--- src/rc4_stream_cipher_macros.svh ---
// assertion macros for the rc4 stream cipher
`ifndef RC4_STREAM_CIPHER_MACROS_SVH
`define RC4_STREAM_CIPHER_MACROS_SVH

`ifndef SYNTHESIS

`define RC4_ASSERT_IMP(lbl, clk, rst_n, ante, cons, msg) \
  lbl: assert property (@(posedge clk) disable iff (!rst_n) (ante) |-> (cons)) \
    else $error(msg);

`define RC4_ASSERT_NXT(lbl, clk, rst_n, ante, cons, msg) \
  lbl: assert property (@(posedge clk) disable iff (!rst_n) (ante) |=> (cons)) \
    else $error(msg);

`else

`define RC4_ASSERT_IMP(lbl, clk, rst_n, ante, cons, msg)

`define RC4_ASSERT_NXT(lbl, clk, rst_n, ante, cons, msg)

`endif

`endif

--- src/rc4_pkg.sv ---
// shared types and constants of the rc4 stream cipher
`default_nettype none

package rc4_pkg;

  localparam int BYTE_W        = 8;
  localparam int SBOX_DEPTH    = 256;
  localparam int SBOX_AW       = 8;
  localparam int MAX_KEY_BYTES = 256;
  localparam int KEY_CNT_W     = 9;

  localparam logic OP_KEY  = 1'b0;
  localparam logic OP_DATA = 1'b1;

  typedef struct packed {
    logic              op;
    logic [BYTE_W-1:0] key_byte;
    logic              key_last;
    logic [BYTE_W-1:0] data_byte;
    logic              data_last;
  } in_item_t;

  typedef struct packed {
    logic [BYTE_W-1:0] out_byte;
    logic              out_last;
  } out_item_t;

  typedef struct packed {
    logic start;
    logic out_free;
  } core_ctl_t;

  typedef struct packed {
    logic ready;
    logic res_valid;
  } core_stat_t;

endpackage

`default_nettype wire

--- src/rc4_stream_cipher.sv ---
// rc4 stream cipher top level: a data request steps through states PRJ, PWI and PWJ
// (PWJ waits while output is blocked) before the result is registered; no new request
// is taken meanwhile; a key byte without last mark leaves the block idle
// key byte with last mark busies the block for 256 s-box fill plus 256 swap steps
// after reset the s-box is filled with the identity, no request taken
// a finished result waits in the output register while the next request is taken
`default_nettype none

module rc4_stream_cipher (
  input  wire logic              clk,
  input  wire logic              rst_n,
  input  wire logic              in_valid,
  output logic                   in_stall,
  input  wire rc4_pkg::in_item_t  in_item,
  output logic                   out_valid,
  input  wire logic              out_stall,
  output rc4_pkg::out_item_t     out_item
);

  rc4_pkg::core_ctl_t  core_ctl;
  rc4_pkg::core_stat_t core_stat;
  rc4_pkg::out_item_t  core_res;

  logic               out_valid_r, out_valid_nxt;
  rc4_pkg::out_item_t out_item_r;

  assign in_stall          = !core_stat.ready;
  assign core_ctl.start    = in_valid && core_stat.ready;
  assign core_ctl.out_free = !out_valid_r || !out_stall;

  rc4_core u_core (
    .clk   (clk),
    .rst_n (rst_n),
    .ctl   (core_ctl),
    .req   (in_item),
    .stat  (core_stat),
    .res   (core_res)
  );

  always_comb begin
    out_valid_nxt = out_valid_r;
    if (core_stat.res_valid) begin
      out_valid_nxt = 1'b1;
    end else if (!out_stall) begin
      out_valid_nxt = 1'b0;
    end
  end

  always_ff @(posedge clk) begin
    if (!rst_n) begin
      out_valid_r <= 1'b0;
    end else begin
      out_valid_r <= out_valid_nxt;
      if (core_stat.res_valid) begin
        out_item_r <= core_res;
      end
    end
  end

  assign out_valid = out_valid_r;
  assign out_item  = out_item_r;

endmodule

`default_nettype wire

--- src/rc4_core.sv ---
// rc4 sequencer with s-box memory, key store and shared swap datapath
`default_nettype none
`include "rc4_stream_cipher_macros.svh"

module rc4_core (
  input  wire logic              clk,
  input  wire logic              rst_n,
  input  wire rc4_pkg::core_ctl_t ctl,
  input  wire rc4_pkg::in_item_t  req,
  output rc4_pkg::core_stat_t    stat,
  output rc4_pkg::out_item_t     res
);

  typedef enum logic [3:0] {
    ST_FILL,
    ST_IDLE,
    ST_KFILL,
    ST_KRD,
    ST_KJ,
    ST_KWI,
    ST_KWJ,
    ST_PRJ,
    ST_PWI,
    ST_PWJ
  } state_t;

  localparam logic [rc4_pkg::SBOX_AW-1:0] CNT_LAST =
    rc4_pkg::SBOX_AW'(rc4_pkg::SBOX_DEPTH - 1);
  localparam logic [rc4_pkg::KEY_CNT_W-1:0] KEY_MAX =
    rc4_pkg::KEY_CNT_W'(rc4_pkg::MAX_KEY_BYTES);

  logic [rc4_pkg::BYTE_W-1:0] sbox_mem [rc4_pkg::SBOX_DEPTH];
  logic [rc4_pkg::BYTE_W-1:0] key_mem  [rc4_pkg::SBOX_DEPTH];

  state_t                       state_r, state_nxt;
  logic [rc4_pkg::SBOX_AW-1:0]  cnt_r, cnt_nxt;
  logic [rc4_pkg::SBOX_AW-1:0]  i_r, i_nxt;
  logic [rc4_pkg::SBOX_AW-1:0]  j_r, j_nxt;
  logic [rc4_pkg::SBOX_AW-1:0]  kidx_r, kidx_nxt;
  logic [rc4_pkg::KEY_CNT_W-1:0] key_count_r, key_count_nxt;
  logic [rc4_pkg::BYTE_W-1:0]   si_r, si_nxt;
  logic [rc4_pkg::BYTE_W-1:0]   sj_r, sj_nxt;
  logic [rc4_pkg::BYTE_W-1:0]   dbyte_r, dbyte_nxt;
  logic                         dlast_r, dlast_nxt;

  logic                         mem_we, mem_re;
  logic [rc4_pkg::SBOX_AW-1:0]  mem_waddr, mem_raddr;
  logic [rc4_pkg::BYTE_W-1:0]   mem_wdata, mem_rdata_r;

  logic                         key_we, key_re;
  logic [rc4_pkg::BYTE_W-1:0]   key_rdata_r;

  logic [rc4_pkg::SBOX_AW-1:0]  t_addr;
  logic [rc4_pkg::BYTE_W-1:0]   ks;
  logic                         kidx_wrap;

  assign t_addr    = si_r + sj_r;
  assign kidx_wrap = ({1'b0, kidx_r} + rc4_pkg::KEY_CNT_W'(1)) >= key_count_r;

  always_comb begin
    if (t_addr == j_r) begin
      ks = si_r;
    end else if (t_addr == i_r) begin
      ks = sj_r;
    end else begin
      ks = mem_rdata_r;
    end
  end

  assign stat.ready     = (state_r == ST_IDLE);
  assign stat.res_valid = (state_r == ST_PWJ) && ctl.out_free;
  assign res.out_byte   = dbyte_r ^ ks;
  assign res.out_last   = dlast_r;

  always_comb begin
    state_nxt     = state_r;
    cnt_nxt       = cnt_r;
    i_nxt         = i_r;
    j_nxt         = j_r;
    kidx_nxt      = kidx_r;
    key_count_nxt = key_count_r;
    si_nxt        = si_r;
    sj_nxt        = sj_r;
    dbyte_nxt     = dbyte_r;
    dlast_nxt     = dlast_r;
    mem_we        = 1'b0;
    mem_waddr     = cnt_r;
    mem_wdata     = cnt_r;
    mem_re        = 1'b0;
    mem_raddr     = cnt_r;
    key_we        = 1'b0;
    key_re        = 1'b0;

    unique case (state_r)
      ST_FILL, ST_KFILL: begin
        mem_we  = 1'b1;
        cnt_nxt = cnt_r + rc4_pkg::SBOX_AW'(1);
        if (cnt_r == CNT_LAST) begin
          state_nxt = (state_r == ST_FILL) ? ST_IDLE : ST_KRD;
        end
      end
      ST_IDLE: begin
        if (ctl.start) begin
          if (req.op == rc4_pkg::OP_DATA) begin
            i_nxt     = i_r + rc4_pkg::SBOX_AW'(1);
            mem_re    = 1'b1;
            mem_raddr = i_nxt;
            dbyte_nxt = req.data_byte;
            dlast_nxt = req.data_last;
            state_nxt = ST_PRJ;
          end else begin
            if (key_count_r < KEY_MAX) begin
              key_we        = 1'b1;
              key_count_nxt = key_count_r + rc4_pkg::KEY_CNT_W'(1);
            end
            if (req.key_last) begin
              cnt_nxt   = '0;
              j_nxt     = '0;
              kidx_nxt  = '0;
              state_nxt = ST_KFILL;
            end
          end
        end
      end
      ST_KRD: begin
        mem_re    = 1'b1;
        key_re    = 1'b1;
        state_nxt = ST_KJ;
      end
      ST_KJ: begin
        si_nxt    = mem_rdata_r;
        j_nxt     = j_r + mem_rdata_r + key_rdata_r;
        mem_re    = 1'b1;
        mem_raddr = j_nxt;
        state_nxt = ST_KWI;
      end
      ST_KWI: begin
        mem_we    = 1'b1;
        mem_wdata = mem_rdata_r;
        state_nxt = ST_KWJ;
      end
      ST_KWJ: begin
        mem_we    = 1'b1;
        mem_waddr = j_r;
        mem_wdata = si_r;
        kidx_nxt  = kidx_wrap ? '0 : kidx_r + rc4_pkg::SBOX_AW'(1);
        cnt_nxt   = cnt_r + rc4_pkg::SBOX_AW'(1);
        if (cnt_r == CNT_LAST) begin
          i_nxt         = '0;
          j_nxt         = '0;
          key_count_nxt = '0;
          state_nxt     = ST_IDLE;
        end else begin
          state_nxt = ST_KRD;
        end
      end
      ST_PRJ: begin
        si_nxt    = mem_rdata_r;
        j_nxt     = j_r + mem_rdata_r;
        mem_re    = 1'b1;
        mem_raddr = j_nxt;
        state_nxt = ST_PWI;
      end
      ST_PWI: begin
        sj_nxt    = mem_rdata_r;
        mem_we    = 1'b1;
        mem_waddr = i_r;
        mem_wdata = mem_rdata_r;
        mem_re    = 1'b1;
        mem_raddr = si_r + mem_rdata_r;
        state_nxt = ST_PWJ;
      end
      ST_PWJ: begin
        if (ctl.out_free) begin
          mem_we    = 1'b1;
          mem_waddr = j_r;
          mem_wdata = si_r;
          state_nxt = ST_IDLE;
        end
      end
      default: begin
        state_nxt = ST_FILL;
      end
    endcase
  end

  always_ff @(posedge clk) begin
    if (!rst_n) begin
      state_r     <= ST_FILL;
      cnt_r       <= '0;
      i_r         <= '0;
      j_r         <= '0;
      kidx_r      <= '0;
      key_count_r <= '0;
    end else begin
      state_r     <= state_nxt;
      cnt_r       <= cnt_nxt;
      i_r         <= i_nxt;
      j_r         <= j_nxt;
      kidx_r      <= kidx_nxt;
      key_count_r <= key_count_nxt;
      si_r        <= si_nxt;
      sj_r        <= sj_nxt;
      dbyte_r     <= dbyte_nxt;
      dlast_r     <= dlast_nxt;
    end
  end

  always_ff @(posedge clk) begin
    if (mem_we) begin
      sbox_mem[mem_waddr] <= mem_wdata;
    end
    if (mem_re) begin
      mem_rdata_r <= sbox_mem[mem_raddr];
    end
  end

  always_ff @(posedge clk) begin
    if (key_we) begin
      key_mem[key_count_r[rc4_pkg::SBOX_AW-1:0]] <= req.key_byte;
    end
    if (key_re) begin
      key_rdata_r <= key_mem[kidx_r];
    end
  end

  `RC4_ASSERT_IMP(a_key_count_sat, clk, rst_n, 1'b1, key_count_r <= KEY_MAX,
    "key count beyond store size")
  `RC4_ASSERT_NXT(a_data_start, clk, rst_n,
    state_r == ST_IDLE && ctl.start && req.op == rc4_pkg::OP_DATA,
    state_r == ST_PRJ && i_r == $past(i_r) + rc4_pkg::SBOX_AW'(1),
    "data request did not start keystream step")
  `RC4_ASSERT_NXT(a_ksa_done, clk, rst_n, state_r == ST_KWJ && cnt_r == CNT_LAST,
    state_r == ST_IDLE && key_count_r == '0 && i_r == '0 && j_r == '0,
    "key schedule did not finish cleanly")
  `RC4_ASSERT_NXT(a_res_hold, clk, rst_n, state_r == ST_PWJ && !ctl.out_free,
    state_r == ST_PWJ && $stable(j_r) && $stable(si_r) && $stable(sj_r),
    "keystream step lost state while output blocked")

endmodule

`default_nettype wire

--- config.mk ---
export PLATFORM = sky130hd
export DESIGN_NAME = rc4_stream_cipher
export DESIGN_NICKNAME = d
export VERILOG_FILES = /design/src/rc4_pkg.sv /design/src/rc4_stream_cipher.sv /design/src/rc4_core.sv
export VERILOG_INCLUDE_DIRS = /design/src /design/src/src
export SDC_FILE = /design/constraint.sdc
export NUM_CORES = 2
export LEC_CHECK = 0
export BUFFER_PORTS_ARGS = -buffer_cell sky130_fd_sc_hd__buf_2
export CORE_UTILIZATION = 42
export CTS_BUF_LIST = sky130_fd_sc_hd__clkbuf_8
export DETAILED_ROUTE_END_ITERATION = 12
export GPL_ROUTABILITY_DRIVEN = 0
export SYNTH_ARGS = -nofsm -noshare
export SYNTH_HDL_FRONTEND = slang
export SYNTH_HIERARCHICAL = 1
export SYNTH_SLANG_ARGS = --single-unit
--- constraint.sdc ---
create_clock -name clk -period 6.05 [get_ports clk]
set_input_delay 1.21 -clock clk [delete_from_list [all_inputs] [get_ports clk]]
set_output_delay 1.21 -clock clk [all_outputs]
set_load 0.005 [all_outputs]
==> results.yml <==
floorplanning:
  core_area_um2: 396000
  rows: 231
  fp.dieH_um: 633
  initial_utilization_pct: 42.2
  pin_count: 34
  die_w_um: 633
  die-area_um2: 401000
critical_path:
  cp_max_fo: 10
  cp-startpoint: "u_core/mem_rdata_r[0]$_DFFE_PP_"
  crit_type: "flip-flop to flip-flop"
  r2r_end: "u_core/mem_rdata_r[3]$_DFFE_PP_"
  cp_data_arrival_time_ns: 7.11
  critPathCapture: "u_core/mem_rdata_r[3]$_DFFE_PP_"
  crit_cells: 19
  reg2reg_setup_slack_ns: 0.05
  path_cells: "ha_1, fa_1, a21o_1, a21oi_1, o21bai_1, a21oi_1, xnor2_1, ha_1, or4b_2, a31oi_1, nor4_4, nand2_1, buf_4, nor2_1, buf_4, o211ai_1, nand4_1, a311oi_1, o221a_1"
  critPathMaxStageDelay_ns: 0.67
  crit_buf_inv: 2
  rr_worst_depth: 19
  r2r-start: "u_core/mem_rdata_r[0]$_DFFE_PP_"
  start_kind: "flip-flop"
  cp_top_family: "compound AO/OA/AOI/OAI gates"
  slowest_stage: "a311oi_1"
  crit_required_ns: 7.16
  worstSetupEndpointType: "flip-flop"
cts:
  h-tree-depth: 6
  clk_path_buf_depth: 4
  root_buffer: "clkbuf_8"
  cts_buffers: 661
  clk_latency_ns: 1.26
  tritoncts: "yes"
  ctsHoldBuffers: 0
  clk_pin_slew_ns: 0.06
  numClockSinks: 4192
timing:
  tns_ns: 0
  skew_ns: 0.122
  rsz0062_at_grt: "false"
  worst_slew_pin_slew_ns: 1.25
  finalSetupViolations: 0
  whs_ns: 0.133
  setup_ws_ns: 0.0504
  maxSlewViolCount: 0
  fin_crit_sh_pct: 99.2
  maxSlewHeadroom_pct: 16.8
  fmax_ghz: 0.167
  hold_violations: 0
  period_minus_slack_ns: 6.00
yosys:
  ys_seq_area_share_pct: 74.9
  ys_types: 88
  synth_area_leaders: "edfxtp_1, mux4_2, nand2_1"
  ys_seq_elements: 4192
  yosys.area.top_type_share_pct: 74.4
  ys_warn_count: 6
  synth_edf_count: 4146
  ys_async_sr_fraction_pct: 0
  syn_inst: 10200
  synth.most_common_cell: "edfxtp_1"
  synth_ff_type: "edfxtp_1"
  yosysTopAreaCell: "edfxtp_1"
  syn_nets: 10300
  synth.cells.most_frequent: "edfxtp_1, nand2_1, nand3_1, mux4_2, nor2_1"
  synth_area_um2: 167000
  syn_avg_cell_area_um2: 16.4
cells_and_area:
  syn2layout_area_growth_pct: 13.1
  layout-drive-gt1-share_pct: 19.8
  final_util_pct: 47.7
  layout.nets: 11000
  final_area_um2: 189000
  n_fill_cell: 33200
  layoutNonFillerInstCount: 16700
detailed_routing:
  ant_nets: 0
  drtPass1Iterations: 8
  drt-initial-drc-count: 12000
  drc: 0
  viasPerCell: 5.79
  routed-via-count: 96700
  wl_per_cell_um: 27.3
  routed_wl_um: 456000
global_routing:
  overflow: 0
  grt_max_degree: 153
  grtUsageTotal_pct: 22.5
  grt_pass1_wl_um: 664000
  grt_pass1_vias: 95600
  antenna_found_initial: 19
pwr:
  vdd_drop_max_uv: 289
  leakagePower_nw: 62.4
  power_density_nw_per_um2: 339
  power_mw: 64.2
placement:
  port_buffers: 33
  place_ws_ns: 0.0906
  placed_area_um2: 177000
  placed_cells: 15500
  hpwl_um: 281000
min_path:
  worstHoldPathType: "input port to flip-flop"
run_status:
  status: "finished clean"
flow_run:
  cap_violations: 0
==> layout make-up <==
class | instances | area (µm²) | area share (%)
sequential | 4192 | 125000 | 66.3
multi-input combinational | 5364 | 39000 | 20.6
clock buffer | 669 | 9210 | 4.87
tap | 5242 | 6560 | 3.47
timing repair buffer | 693 | 6030 | 3.19
clock inverter | 498 | 2780 | 1.47
inverter | 33 | 189 | 0.0999
antenna | 13 | 32.5 | 0.0172
==> worst min-delay path by stage <==
| stage | from | to | slack [ns] | cells after the start |
|---|---|---|---|---|
| floorplan | u_core/cnt_r[5]$_SDFFE_PN0P_ | u_core/cnt_r[5]$_SDFFE_PN0P_ | 0.47 | 1 |
| global placement | u_core/dlast_r$_DFFE_PP_ | out_item[0]$_DFFE_PP_ | 0.41 | 0 |
| detailed placement | u_core/dlast_r$_DFFE_PP_ | out_item[0]$_DFFE_PP_ | 0.41 | 0 |
| CTS | in_item[1] | u_core/dbyte_r[0]$_DFFE_PP_ | 0.05 | 1 |
| global route | in_item[1] | u_core/dbyte_r[0]$_DFFE_PP_ | 0.09 | 1 |
| finish | in_item[1] | u_core/dbyte_r[0]$_DFFE_PP_ | 0.13 | 1 |
==> power by group <==
group / switching, mW / internal, mW
sequential: 0.0541 / 32.2
clock: 11.2 / 10.9
combinational: 7.03 / 2.73
==> routing by layer <==
| layer | up-vias | GRT usage [%] | wire length [µm] |
|---|---|---|---|
| met5 | - | 0 | 48 |
| met4 | 8 | 8.02 | 16700 |
| met3 | 926 | 4.45 | 42500 |
| met2 | 4916 | 35.0 | 211000 |
| met1 | 49700 | 31.6 | 185000 |
| li1 | 41100 | - | - |
==> layout by cell type, fill, tap and decap left out, types with 21 or more instances in the layout <==
master and instances:
nand4_1 46, o21ai_0 48, inv_1 245, a311oi_1 54, a21boi_0 25, nor2_1 581
nor3_1 65, o22ai_1 27, clkbuf_8 677, o211ai_1 22, buf_2 25, xnor2_1 43
nand3_1 863, clkinv_1 144, nand2_1 1981, dfxtp_1 40, mux2i_1 112, nor2b_1 29
a32oi_1 52, a21oi_1 166, buf_12 67, edfxtp_1 4146, ha_1 44, inv_8 22
buf_4 593, a31oi_1 63, mux4_2 693, a211oi_1 21, clkinv_2 68, and3_1 115
==> sequential cells by signal (all words and copies together), names as in the netlist <==
register,cells
out_item,9
out_valid,1
u_core/cnt_r,8
u_core/dbyte_r,8
u_core/dlast_r,1
u_core/i_r,8
u_core/j_r,8
u_core/key_count_r,9
u_core/key_mem,2048
u_core/key_rdata_r,8
u_core/kidx_r,8
u_core/mem_rdata_r,8
u_core/sbox_mem,2048
u_core/si_r,8
u_core/sj_r,8
u_core/state_r,4
==> kinds of logic (layout without fill, tap and decap cells) <==
logic type                 count (synthesis)  after routing  share of synthesized area [%]
xor gates and xnor gates                  60             60                          0.314
muxes                                    813            813                           10.1
buffers and inverters                    663           1893                           1.86
adders and majority gates                 48             48                          0.377
other                                      0             13                              0
AOI/OAI and AO/OA                        657            657                           2.80
and+or+nand+nor                         3786           3786                           9.65
DFF                                     4192           4192                           74.9
==> what timing repair did <==
item,4_1_cts,5_1_grt
resized for setup,0,2
setup buffers,0,0
setup endpoints to repair,0,5
Note: power is estimated with default switching activity, not from simulation.
